**src/rtl/core/i2cws_pkg.sv**
```systemverilog
// Shared types and codes for the I2C write/read sequencer.
// No dependencies.
package i2cws_pkg;

  localparam int unsigned MAX_BYTES_DEF = 16;

  localparam logic [1:0] ACT_LOAD  = 2'd0;
  localparam logic [1:0] ACT_START = 2'd1;
  localparam logic [1:0] ACT_POLL  = 2'd2;

  localparam logic [3:0] CMD_NONE        = 4'd0;
  localparam logic [3:0] CMD_SINGLE_SEND = 4'd1;
  localparam logic [3:0] CMD_SEND_START  = 4'd2;
  localparam logic [3:0] CMD_SEND_CONT   = 4'd3;
  localparam logic [3:0] CMD_SEND_FINISH = 4'd4;
  localparam logic [3:0] CMD_SINGLE_RECV = 4'd5;
  localparam logic [3:0] CMD_RECV_START  = 4'd6;
  localparam logic [3:0] CMD_RECV_CONT   = 4'd7;
  localparam logic [3:0] CMD_RECV_FINISH = 4'd8;

  typedef enum logic [3:0] {
    PH_IDLE   = 4'b0001,
    PH_SEND   = 4'b0010,
    PH_RSTART = 4'b0100,
    PH_RECV   = 4'b1000
  } phase_t;

  typedef struct packed {
    logic [1:0] action;
    logic [3:0] load_slot;
    logic [7:0] load_value;
    logic [6:0] target_address;
    logic [4:0] write_count;
    logic [4:0] read_count;
    logic       ctrl_busy;
    logic [3:0] err_status;
    logic [7:0] received_value;
  } in_item_t;

  typedef struct packed {
    logic [3:0] command;
    logic [6:0] bus_address;
    logic       read_flag;
    logic [7:0] send_value;
    logic       recv_valid;
    logic [3:0] recv_slot;
    logic [7:0] recv_value;
    logic       done_res;
    logic [3:0] fault_bits;
    logic       rejected;
  } out_item_t;

endpackage

```
**src/rtl/core/i2cws_if.sv**
```systemverilog
// Valid/ready channels of the I2C write/read sequencer.
// Depends on i2cws_pkg.
interface i2cws_in_if;
  import i2cws_pkg::*;
  logic     valid;
  logic     ready;
  in_item_t data;
  modport source (output valid, output data, input ready);
  modport sink (input valid, input data, output ready);
endinterface

interface i2cws_out_if;
  import i2cws_pkg::*;
  logic      valid;
  logic      ready;
  out_item_t data;
  modport source (output valid, output data, input ready);
  modport sink (input valid, input data, output ready);
endinterface

```
**src/rtl/core/i2cws_txbuf.sv**
```systemverilog
// Transmit byte buffer: one write port, one prefetched read port.
// Write-first forwarding onto the registered read word. No dependencies.
module i2cws_txbuf #(
  parameter int unsigned DEPTH = 16,
  parameter int unsigned AW    = $clog2(DEPTH)
) (
  input  logic          clk,
  input  logic          wr_en,
  input  logic [AW-1:0] wr_addr,
  input  logic [7:0]    wr_data,
  input  logic [AW-1:0] rd_addr,
  output logic [7:0]    rd_data
);

  logic [7:0] mem [DEPTH];
  logic [7:0] rd_data_r;

  always_ff @(posedge clk) begin
    if (wr_en) begin
      mem[wr_addr] <= wr_data;
    end
  end

  always_ff @(posedge clk) begin
    if (wr_en && (wr_addr == rd_addr)) begin
      rd_data_r <= wr_data;
    end else begin
      rd_data_r <= mem[rd_addr];
    end
  end

  assign rd_data = rd_data_r;

endmodule

```
**src/rtl/core/i2c_write_read_sequencer_top.sv**
```systemverilog
// Latency: a result word is registered at the edge that accepts its input word.
// Throughput: one word per cycle; in_ch.ready drops only while a result is stalled.
// The next transmit byte is prefetched from the buffer into its registered read word.
// Reset (synchronous, rst_n low): idle phase, counters and address cleared,
// output register empty. The transmit buffer is not cleared.
module i2c_write_read_sequencer_top #(
  parameter int unsigned MAX_BYTES = i2cws_pkg::MAX_BYTES_DEF
) (
  input  logic        clk,
  input  logic        rst_n,
  i2cws_in_if.sink    in_ch,
  i2cws_out_if.source out_ch
);
  import i2cws_pkg::*;

  localparam int unsigned AW = $clog2(MAX_BYTES);
  localparam int unsigned CW = $clog2(MAX_BYTES + 1);

  phase_t        phase_r, phase_nxt;
  logic [6:0]    addr_r, addr_nxt;
  logic [CW-1:0] wt_r, wt_nxt;
  logic [CW-1:0] rt_r, rt_nxt;
  logic [CW-1:0] wsf_r, wsf_nxt;
  logic [CW-1:0] rsf_r, rsf_nxt;
  logic          out_valid_r, out_valid_nxt;
  out_item_t     out_data_r, res;

  logic          accept;
  in_item_t      item;
  logic [CW-1:0] wc_c, rc_c, rem;
  logic          buf_we;
  logic [AW-1:0] buf_waddr, buf_raddr;
  logic [7:0]    buf_rdata;

  assign item         = in_ch.data;
  assign in_ch.ready  = !out_valid_r || out_ch.ready;
  assign accept       = in_ch.valid && in_ch.ready;
  assign out_ch.valid = out_valid_r;
  assign out_ch.data  = out_data_r;

  assign wc_c = (32'(item.write_count) > 32'(MAX_BYTES)) ? CW'(MAX_BYTES)
                                                        : CW'(item.write_count);
  assign rc_c = (32'(item.read_count) > 32'(MAX_BYTES)) ? CW'(MAX_BYTES)
                                                       : CW'(item.read_count);

  assign buf_we    = accept && (item.action == ACT_LOAD) &&
                     (32'(item.load_slot) < 32'(MAX_BYTES));
  assign buf_waddr = AW'(item.load_slot);
  assign buf_raddr = (phase_nxt == PH_IDLE) ? '0 : wsf_nxt[AW-1:0];

  i2cws_txbuf #(
    .DEPTH (MAX_BYTES)
  ) u_txbuf (
    .clk     (clk),
    .wr_en   (buf_we),
    .wr_addr (buf_waddr),
    .wr_data (item.load_value),
    .rd_addr (buf_raddr),
    .rd_data (buf_rdata)
  );

  always_comb begin
    phase_nxt = phase_r;
    addr_nxt  = addr_r;
    wt_nxt    = wt_r;
    rt_nxt    = rt_r;
    wsf_nxt   = wsf_r;
    rsf_nxt   = rsf_r;
    res       = '0;
    rem       = '0;
    if (accept) begin
      unique case (item.action)
        ACT_LOAD: begin
        end
        ACT_START: begin
          if ((phase_r != PH_IDLE) || ((wc_c == '0) && (rc_c == '0))) begin
            res.rejected = 1'b1;
          end else begin
            addr_nxt        = item.target_address;
            wt_nxt          = wc_c;
            rt_nxt          = rc_c;
            wsf_nxt         = '0;
            rsf_nxt         = '0;
            res.bus_address = item.target_address;
            if (wc_c == '0) begin
              res.read_flag = 1'b1;
              phase_nxt     = PH_RSTART;
            end else begin
              res.send_value = buf_rdata;
              wsf_nxt        = CW'(1);
              if (wc_c == CW'(1)) begin
                res.command = CMD_SINGLE_SEND;
                phase_nxt   = PH_RSTART;
              end else begin
                res.command = CMD_SEND_START;
                phase_nxt   = PH_SEND;
              end
            end
          end
        end
        ACT_POLL: begin
          if ((phase_r != PH_IDLE) && !item.ctrl_busy) begin
            if (item.err_status != 4'd0) begin
              res.done_res   = 1'b1;
              res.fault_bits = item.err_status;
              phase_nxt      = PH_IDLE;
            end else begin
              unique case (phase_r)
                PH_SEND: begin
                  if (wt_r > wsf_r) begin
                    rem            = wt_r - wsf_r;
                    res.send_value = buf_rdata;
                    wsf_nxt        = wsf_r + CW'(1);
                    if (rem == CW'(1)) begin
                      res.command = CMD_SEND_FINISH;
                      if (rt_r == '0) begin
                        res.done_res = 1'b1;
                        phase_nxt    = PH_IDLE;
                      end else begin
                        phase_nxt = PH_RSTART;
                      end
                    end else begin
                      res.command = CMD_SEND_CONT;
                    end
                  end
                end
                PH_RSTART: begin
                  if (rt_r == '0) begin
                    res.done_res = 1'b1;
                    phase_nxt    = PH_IDLE;
                  end else begin
                    res.command     = (rt_r > CW'(1)) ? CMD_RECV_START : CMD_SINGLE_RECV;
                    res.bus_address = addr_r;
                    res.read_flag   = 1'b1;
                    phase_nxt       = PH_RECV;
                  end
                end
                PH_RECV: begin
                  if (rt_r > rsf_r) begin
                    rem            = rt_r - rsf_r;
                    rsf_nxt        = rsf_r + CW'(1);
                    res.recv_valid = 1'b1;
                    res.recv_slot  = 4'(rt_r - rsf_nxt);
                    res.recv_value = item.received_value;
                    if (rem == CW'(1)) begin
                      res.done_res = 1'b1;
                      phase_nxt    = PH_IDLE;
                    end else begin
                      res.command = (rem == CW'(2)) ? CMD_RECV_FINISH : CMD_RECV_CONT;
                    end
                  end
                end
                default: begin
                end
              endcase
            end
          end
        end
        default: begin
        end
      endcase
    end
  end

  assign out_valid_nxt = accept ? 1'b1 : (out_ch.ready ? 1'b0 : out_valid_r);

  always_ff @(posedge clk) begin
    if (!rst_n) begin
      phase_r     <= PH_IDLE;
      addr_r      <= '0;
      wt_r        <= '0;
      rt_r        <= '0;
      wsf_r       <= '0;
      rsf_r       <= '0;
      out_valid_r <= 1'b0;
    end else begin
      phase_r     <= phase_nxt;
      addr_r      <= addr_nxt;
      wt_r        <= wt_nxt;
      rt_r        <= rt_nxt;
      wsf_r       <= wsf_nxt;
      rsf_r       <= rsf_nxt;
      out_valid_r <= out_valid_nxt;
    end
  end

  always_ff @(posedge clk) begin
    if (accept) begin
      out_data_r <= res;
    end
  end

endmodule

```
**src/flat_wrapper.sv**
```systemverilog
// flat-port wrapper written by rule: the top's interface ports become plain ports
module i2c_write_read_sequencer_top_flat import i2cws_pkg::*;
#(
  parameter int unsigned MAX_BYTES = i2cws_pkg::MAX_BYTES_DEF
)
  (clk, rst_n, in_ch_valid, in_ch_data, in_ch_ready, out_ch_valid, out_ch_data, out_ch_ready);
  i2cws_in_if in_ch_i ();
  i2cws_out_if out_ch_i ();
  input  logic clk;
  input  logic rst_n;
  input wire logic [$bits(in_ch_i.valid)-1:0] in_ch_valid;
  input wire logic [$bits(in_ch_i.data)-1:0] in_ch_data;
  output wire logic [$bits(in_ch_i.ready)-1:0] in_ch_ready;
  output wire logic [$bits(out_ch_i.valid)-1:0] out_ch_valid;
  output wire logic [$bits(out_ch_i.data)-1:0] out_ch_data;
  input wire logic [$bits(out_ch_i.ready)-1:0] out_ch_ready;
  assign in_ch_i.valid = in_ch_valid;
  assign in_ch_i.data = in_ch_data;
  assign in_ch_ready = in_ch_i.ready;
  assign out_ch_valid = out_ch_i.valid;
  assign out_ch_data = out_ch_i.data;
  assign out_ch_i.ready = out_ch_ready;
  i2c_write_read_sequencer_top #(.MAX_BYTES(MAX_BYTES)) u_core (.clk(clk), .rst_n(rst_n), .in_ch(in_ch_i), .out_ch(out_ch_i));
endmodule
```
**config.mk**
```make
export PLATFORM = sky130hd
export DESIGN_NAME = i2c_write_read_sequencer_top_flat
export DESIGN_NICKNAME = d
export VERILOG_FILES = /design/src/rtl/core/i2cws_pkg.sv /design/src/rtl/core/i2cws_if.sv /design/src/rtl/core/i2cws_txbuf.sv /design/src/rtl/core/i2c_write_read_sequencer_top.sv /design/src/flat_wrapper.sv
export SDC_FILE = /design/constraint.sdc
export NUM_CORES = 1
export LEC_CHECK = 0
export BUFFER_PORTS_ARGS = -buffer_cell sky130_fd_sc_hd__clkbuf_2
export CAP_MARGIN = 10
export CORE_MARGIN = 1.5
export CORE_UTILIZATION = 55
export CTS_CLUSTER_SIZE = 12
export DETAILED_ROUTE_END_ITERATION = 10
export PLACE_DENSITY_LB_ADDON = 0.3
export SKIP_CTS_REPAIR_TIMING = 1
export SYNTH_ARGS = -nofsm -noshare
export SYNTH_HDL_FRONTEND = slang
export SYNTH_HIERARCHICAL = 1
export SYNTH_SLANG_ARGS = --single-unit
```
**constraint.sdc**
```tcl
create_clock -name clk -period 5.48 [get_ports clk]
set_clock_uncertainty 0.2 [all_clocks]
set_input_delay 0.274 -clock clk [delete_from_list [all_inputs] [get_ports clk]]
set_output_delay 0.274 -clock clk [all_outputs]
set_load 0.05 [all_outputs]
```
== Word-level counts from Yosys, hierarchy flattened ==
Memories as Yosys holds them, arrays and structs flattened. A register that Yosys moved wholly into a read port is not among the register bits.
Cells that the tools add are included.

* Memory bits (writable): 128
* Memories: 1
* Input bits: 48
* Flip-flop bits (word level): 71

{| class="wikitable"
|+ Memory list
! name !! words !! width !! read ports !! clocked after memory_dff !! wr ports !! RTL line !! source
|-
| u_core.u_txbuf.mem || 16 || 8 || 1 || 1 || 1 || i2cws_txbuf.sv:15 || <nowiki>logic [7:0] mem [DEPTH];</nowiki>
|}

* Bitwise operators: 5
* Order comparisons: 5
* Muxes and demuxes: 64
* Add/sub/neg operators: 5
* Eq/ne operators: 18
* Reductions and logical operators: 22

{| class="wikitable"
|+ Operators by type and width
! kind !! count
|-
| 2-to-1 mux 4 bit || 16
|-
| 2-to-1 mux 5 bit || 12
|-
| case mux 20 bit (2 select lines) || 1
|-
| 2-to-1 mux 38 bit || 1
|-
| 2-to-1 mux 33 bit || 1
|-
| 2-to-1 mux 8 bit || 4
|-
| case mux 4 bit (3 select lines) || 2
|-
| 2-to-1 mux 20 bit || 1
|-
| case mux 5 bit (2 select lines) || 2
|-
| == test 5 x 1 -> 1 bit (second input constant) || 3
|-
| zero test 5 bit || 3
|-
| 2-to-1 mux 14 bit || 1
|-
| AND reduction 7 bit || 2
|-
| 2-to-1 mux 13 bit || 1
|-
| 2-to-1 mux 1 bit || 12
|-
| 2-to-1 mux 12 bit || 1
|-
| 2-to-1 mux 3 bit || 4
|-
| adder 5 x 1 -> 5 bit (second input constant) || 2
|-
| > comparator 5 bit || 2
|-
| > comparator 5 bit (second input constant) || 2
|-
| subtractor 5 bit || 2
|-
| inequality test 2 bit (second input constant) || 4
|-
| case mux 4 bit (2 select lines) || 1
|-
| 2-to-1 mux 2 bit || 3
|-
| 23 further kinds || 36
|}

== Longest topological paths before layout ==
Gate-level depths: netlist (run 1).

* Depth after elaboration: 11
* Mapped depth: 11
* Depth with buffers taken out: 11

== By module ==
The synthesis (run 1) kept the hierarchy.

{| class="wikitable"
|+ By module, submodules not included
! module !! times used !! sequential area each (um^2) !! area an instance (um^2) !! cells an instance
|-
| i2cws_txbuf || 1 || 3,923.8 || 5,067.4 || 225
|-
| i2c_write_read_sequencer_top || 1 || 1,811.7 || 4,076.4 || 423
|}

== Worst setup path after synthesis (run 1) ==
No wires, ideal clock.

* Path kind: reg-to-reg
* Start: register u_core.out_valid_r, in the netlist u_core/out_ch.valid
* End: register (tool-made name)
* Slack: 1.947 ns
* Library setup time: 0.070 ns
* Period minus slack after synthesis: 3.533 ns
* Cell stages (with the launch flop): 8
* Arrival: 3.263 ns
* Data required time: 5.210 ns
* Buffers on the path: 1
* Cells stage by stage: dfxtp_1 nand2b_1 and2_1 clkbuf_1 nand2_1 o41ai_2 nor4_4 a21oi_1

{| class="wikitable"
|+ RTL lines
! item !! RTL line !! source
|-
| start: declaration || i2c_write_read_sequencer_top.sv:25 || <nowiki>logic out_valid_r, out_valid_nxt;</nowiki>
|-
| start signal: assignment || i2c_write_read_sequencer_top.sv:183 || <nowiki>out_valid_r <= out_valid_nxt;</nowiki>
|}

== Final worst setup path (run 1) ==
* Start: register u_core.phase_r[1]
* End: register u_core.wt_r[3]

* Longest elaborated chain between the ends: 4

{| class="wikitable"
|+ RTL lines
! item !! RTL line !! source
|-
| start: declaration || i2c_write_read_sequencer_top.sv:19 || <nowiki>phase_t phase_r, phase_nxt;</nowiki>
|-
| start signal: assignment || i2c_write_read_sequencer_top.sv:177 || <nowiki>phase_r <= phase_nxt;</nowiki>
|-
| inequality test 4 x 1 -> 1 bit || i2c_write_read_sequencer_top.sv:76 || <nowiki>if ((phase_r != PH_IDLE) || ((wc_c == '0) && (rc_c == '0))) begin</nowiki>
|-
| logical OR 1 bit || i2c_write_read_sequencer_top.sv:76 ||
|-
| inverter 1 bit (no line) || - ||
|-
| AND reduction 3 bit (no line) || - ||
|-
| end signal: assignment || i2c_write_read_sequencer_top.sv:179 || <nowiki>wt_r <= wt_nxt;</nowiki>
|-
| end: declaration || i2c_write_read_sequencer_top.sv:21 || <nowiki>logic [CW-1:0] wt_r, wt_nxt;</nowiki>
|}

No other way between the ends.
A chain may end at the register's enable or synchronous reset.

==> impl_metrics.json, run 1 <==
{
  "rows": 46,
  "grt_max_degree": 44,
  "start_util_pct": 56.9,
  "antenna_cells": 0,
  "grt_overflow": 0,
  "wl_met3_um": 1400,
  "synth.top_cell.area_share_pct": 54.8,
  "drt_iter0_drc": 478,
  "slowest_stage": "nor2_1",
  "rsz0062_at_grt": "false",
  "ys_seq_area_share_pct": 62.7,
  "wl_met2_um": 9600,
  "grtUsageTotal_pct": 22.5,
  "slowest_delay_ns": 0.66,
  "synthDistinctLibCells": 65,
  "drc_errors": 0,
  "boundaryPins": 89,
  "synth_ff_type": "edfxtp_1",
  "synth_xor_area_share_pct": 1.05,
  "drt_wl_total_um": 20100,
  "synth-simple-area-share_pct": 12.4,
  "wl_per_cell_um": 20.1,
  "final_hold_viol_count": 0,
  "crit_required_ns": 5.70,
  "insertion_delay_ns": 0.50,
  "instances_no_fill": 999,
  "cp_max_fo": 16,
  "worst_setup_path_start_kind": "flop",
  "synthCells": 648,
  "die_w_um": 132,
  "grt_pass1_vias": 5693,
  "status": "finished, final reports clean",
  "nFillCells": 1109,
  "ant_nets": 0,
  "dr.max_layer_used": "met4",
  "muxShareOfSynthArea_pct": 8.68,
  "core-area_um2": 16100,
  "slew_headroom_pct": 28.5,
  "yosys.area.top_type": "edfxtp_1",
  "io_buffers": 88,
  "syn-mean-instance-area_um2": 14.1,
  "drt_pass1_iterations": 5,
  "cts_tree": "built",
  "tightestPinTransition_ns": 1.07,
  "yosys_warnings": 6,
  "cts.root.buffer_cell": "clkbuf_16",
  "synth_top_family_by_area": "simple AND/OR/NAND/NOR gates",
  "nNetsFinal": 841,
  "dpl.cell_count": 927,
  "endpoint_kind": "flop",
  "cp_data_arrival_time_ns": 3.81,
  "grt_pass1_wl_um": 30500,
  "synth.ff_latch_count": 203,
  "path_cells": "nor4b_4 > nand2_1 > nor2_1 > and2_1 > nand3b_1 > dlygate4sd3_1 > a21boi_0",
  "power_density_nw_per_um2": 306,
  "synth_fp_nets": 717,
  "synth_edf_count": 167,
  "synth-compound-area-share_pct": 9.35,
  "final_cell_mix": "edfxtp_1 (167), clkbuf_2 (88), nand2_1 (61), dlygate4sd3_1 (35), dfxtp_1 (35)",
  "layout_commonest_cell": "edfxtp_1",
  "finalWeightedCongestion": 0.881,
  "numCtsBuffers": 22,
  "critPathKind": "flop to flop",
  "syn_to_final_growth_pct": 17.2,
  "hp-class": "primary input to flop",
  "vias_per_cell": 6.05,
  "clkSinkCount": 203,
  "setup_violations": 0,
  "die_area_um2": 17400,
  "dpl.hpwl_um": 13300,
  "htree_num_levels": 1,
  "fin_setup_tns_ns": 0,
  "met1_length_um": 8590,
  "max_freq_ghz": 0.279,
  "cts.clk_slew.worst_paths_ns": 0.06,
  "num_vias": 6039,
  "cts_buffer_depth": 3,
  "vdd_drop_max_mv": 0.255,
  "netlist_area_um2": 9140,
  "cap_violations": 0,
  "die_h_um": 132,
  "synth.area.top_cells": "edfxtp_1 (55%), dfxtp_1 (7.9%), mux4_2 (4.4%)",
  "period_minus_slack_ns": 3.59,
  "power_leakage_nw": 3.81,
  "antenna_found_initial": 0,
  "drive_gt1_share_pct": 19.4,
  "synthAdderAreaFrac_pct": 3.04,
  "period_share_pct": 65.4,
  "async_reset_ff_share_pct": 0,
  "maxSlewViolCount": 0
}
cell families after synthesis:
group,Yosys count
AND/OR/NAND/NOR,208
AO/OA/AOI/OAI,119
multiplexers,34
buffers and inverters,52
XOR/XNOR,11
adder cells (fa/ha/maj),21
flip-flops,203
cell usage after synthesis, types with 8 or more instances:
library cell / n
a21boi_0: 18
a21oi_1: 20
a22oi_1: 24
and2_1: 22
and3_1: 13
buf_2: 8
clkbuf_1: 11
dfxtp_1: 36
edfxtp_1: 167
ha_1: 19
inv_1: 24
mux4_1: 14
mux4_2: 18
nand2_1: 61
nand3_1: 9
nand3b_1: 10
nor2_1: 28
nor2b_1: 15
nor3_1: 12
o21ai_0: 14
final timing paths:
path	endpoint	slack [ns]	cells past startpoint	startpoint
setup / recovery	u_core/wt_r[3]	1.89	7	u_core/phase_r[1]
hold reg to reg	u_core/wt_r[0]	0.27	2	u_core/wt_r[0]
setup reg to reg	u_core/wt_r[3]	1.89	7	u_core/phase_r[1]
hold / removal	u_core/out_ch.data[3]	0.02	2	in_ch_data[10]
area by class of cell:
cell class	count	area [um^2]	share of cell area [%]
clock buffers	28	573	5.35
clock inverters	7	70.1	0.654
inverters	24	90.1	0.840
multi-input cells	393	3150	29.4
flip-flops and latches	203	5740	53.5
well taps	216	270	2.52
repair buffers	128	826	7.70
where the power goes:
group / leakage [nW] / internal [W] / switching, W
registers: 1.84 / 0.00169 / 0.0000132
logic: 1.66 / 0.0000802 / 0.000161
clock network: 0.310 / 0.000782 / 0.000557
per-stage QoR:
stage               instance area, um^2  util, %  hold WS, ns  total power, W  setup slack [ns]
floorplan                          9140        -        0.147         0.00188              1.95
global placement                   9710     60.5        0.244         0.00195              2.35
detailed placement                 9710     60.5        0.249         0.00196              2.13
CTS                               10400     64.5       -0.186         0.00328              2.32
global route                      10700     66.8       0.0112         0.00338              1.65
finish                            10700     66.8       0.0165         0.00329              1.89
per-layer routing:
layer | global-route usage, % | vias up
met5 | 0 | -
met1 | 31.7 | 2975
met4 | 6.67 | 0
met3 | 3.61 | 46
met2 | 36.6 | 263
li1 | - | 2755
critical path: cells and delay by family, from the launching register on:
family | cells | cell delay, ns
AOI/OAI and AO/OA | 1 | 0.17
DFF | 1 | 0.43
and+or+nand+nor | 5 | 2.11
buffers and inverters | 1 | 0.60
registers in the layout (all words and copies together), names as in the netlist, named ones only:
register / flops
u_core/addr_r: 7
u_core/out_ch.data: 39
u_core/out_ch.valid: 1
u_core/phase_r: 4
u_core/rsf_r: 5
u_core/rt_r: 5
u_core/u_txbuf/mem: 128
u_core/wsf_r: 5
u_core/wt_r: 5
No activity file was read; power rests on OpenSTA's default activity.
==> run 2: changes to the inputs <==
- clock period: 5.48 -> 3.6 ns (I/O delays scaled with it)
==> run 2 against run 1 <==
Worst setup slack got worse by 1.6 ns. Total power rose by 50%. Worst hold slack improved by 0.029 ns. Die area did not move. Sequential power rose by 51%. Register-to-register slack got worse by 1.6 ns. Fmax rose by 9.2%. Critical endpoint is now u_core/rt_r[3].
==> impl_metrics.json, run 2 (synthesis gave the netlist of run 1 again) <==
{
  "status": "finished, final reports clean",
  "r2r-end": "u_core/rt_r[3]",
  "rows": 46,
  "holdWs_ns": 0.0450,
  "vias_per_cell": 5.99,
  "r2r_slack_ns": 0.32,
  "maxSlewViolCount": 0,
  "cap_violations": 0,
  "hp-class": "primary input to flop",
  "boundaryPins": 89,
  "io_buffers": 88,
  "dpl.hpwl_um": 13500,
  "start_util_pct": 56.9,
  "hold_path_depth": 3,
  "path_cells": "nor4b_4 > nand2_1 > nor2_1 > buf_4 > and2_1 > nand3b_1 > dlygate4sd3_1 > a21boi_0",
  "insertion_delay_ns": 0.50,
  "drt_pass1_iterations": 5,
  "ff2ff_path_depth": 8,
  "core-area_um2": 16100,
  "antenna_found_initial": 0,
  "antenna_cells": 0,
  "fin_setup_tns_ns": 0,
  "tightestPinTransition_ns": 0.844,
  "grt_pass1_vias": 5754,
  "power_w": 0.00494,
  "r2r-start": "u_core/phase_r[1]",
  "regArea_um2": 5740,
  "critPathKind": "flop to flop",
  "slew_headroom_pct": 43.5,
  "syn_to_final_growth_pct": 18.7,
  "ant_nets": 0,
  "nFillCells": 1113,
  "grt_overflow": 0,
  "period_minus_slack_ns": 3.28,
  "fin_ws_ns": 0.318,
  "hold_end": "u_core/u_txbuf/mem[12][4]",
  "cp_data_arrival_time_ns": 3.50,
  "worst_setup_path_start_kind": "flop",
  "drc_errors": 0,
  "htree_num_levels": 1,
  "final_hold_viol_count": 0,
  "slowest_delay_ns": 0.61,
  "drt_iter0_drc": 457,
  "layout_commonest_cell": "edfxtp_1",
  "numCtsBuffers": 22,
  "num_vias": 6080,
  "final_cell_mix": "edfxtp_1 (167), clkbuf_2 (88), nand2_1 (61), dlygate4sd3_1 (43), dfxtp_1 (35)",
  "vdd_drop_max_mv": 0.388,
  "multi_input_area_um2": 3150,
  "cts_buffer_depth": 3,
  "slowest_stage": "nor4b_4",
  "crit_required_ns": 3.82,
  "rsz0062_at_grt": "false",
  "largest_reg_flops": 128,
  "largest_register": "u_core/u_txbuf/mem",
  "cp_max_fo": 16,
  "drt_wl_total_um": 20200,
  "cts.clk_slew.worst_paths_ns": 0.06,
  "nNetsFinal": 857,
  "power_density_nw_per_um2": 455,
  "grtUsageTotal_pct": 22.9,
  "max_freq_ghz": 0.305,
  "grt_max_degree": 36,
  "worstHoldStart": "in_ch_data[38]",
  "wl_per_cell_um": 19.9,
  "endpoint_kind": "flop",
  "setup_violations": 0,
  "clkSinkCount": 203,
  "cts_tree": "built",
  "drive_gt1_share_pct": 20.5,
  "pre_cts_ws_ns": 0.667,
  "period_share_pct": 91.2,
  "finalWeightedCongestion": 0.910,
  "die_h_um": 132,
  "grt_pass1_wl_um": 31100,
  "cts.root.buffer_cell": "clkbuf_16",
  "die_area_um2": 17400,
  "die_w_um": 132,
  "power_leakage_nw": 3.88
}
run 2: how the worst max path moves through the flow:
| stage | start | end | slack [ns] | cells after the start |
|---|---|---|---|---|
| after floorplan | u_core/out_ch.valid | flop | 0.07 | 7 |
| after global placement | in_ch_data[42] | u_core/out_ch.data[19] | 0.84 | 9 |
| after detailed placement | in_ch_data[42] | u_core/out_ch.data[23] | 0.67 | 9 |
| after CTS | u_core/phase_r[1] | u_core/out_ch.data[23] | 0.72 | 7 |
| after global routing | u_core/phase_r[1] | u_core/wt_r[2] | 0.17 | 8 |
| final | u_core/phase_r[1] | u_core/rt_r[3] | 0.32 | 8 |
run 2: where the power goes:
group	switching, W	leakage (nW)	internal [W]
clock network	0.000848	0.309	0.00112
registers	0.0000150	1.84	0.00258
logic	0.000254	1.73	0.000133
run 2: area by class of cell:
type | instances | area share [%]
Clock inverter | 8 | 0.461
Timing Repair Buffer | 144 | 9.04
Sequential cell | 203 | 52.9
Multi-Input combinational cell | 393 | 29.1
Tap cell | 216 | 2.49
Clock buffer | 27 | 5.25
Inverter | 24 | 0.830
run 2: per-layer routing:
| layer | wire length [um] | track usage, % | vias to the layer above | share of wire (%) |
|---|---|---|---|---|
| met4 | 297 | 5.80 | 0 | 1.5 |
| met2 | 9660 | 36.4 | 264 | 48 |
| met1 | 8830 | 33.3 | 3011 | 44 |
| met3 | 1360 | 3.73 | 26 | 6.8 |
| li1 | - | - | 2779 | - |
| met5 | 0 | 0 | - | 0 |
run 2: critical path: cells and delay by family, from the launching register on:
| kind | cells | cell delay [ns] |
|---|---|---|
| simple gates | 5 | 1.60 |
| buf+inv | 2 | 0.78 |
| flops | 1 | 0.44 |
| compound gates | 1 | 0.17 |
run 2: per-stage QoR:
stage | area, um^2 | cells | utilization, %
6_report | 10900 | 1015 | 67.6
5_1_grt | 10900 | 1015 | 67.6
4_1_cts | 10400 | 972 | 64.9
3_5_place_dp | 9800 | 937 | 61.0
3_3_place_gp | 9800 | 937 | 61.0
2_1_floorplan | 9140 | 648 | -
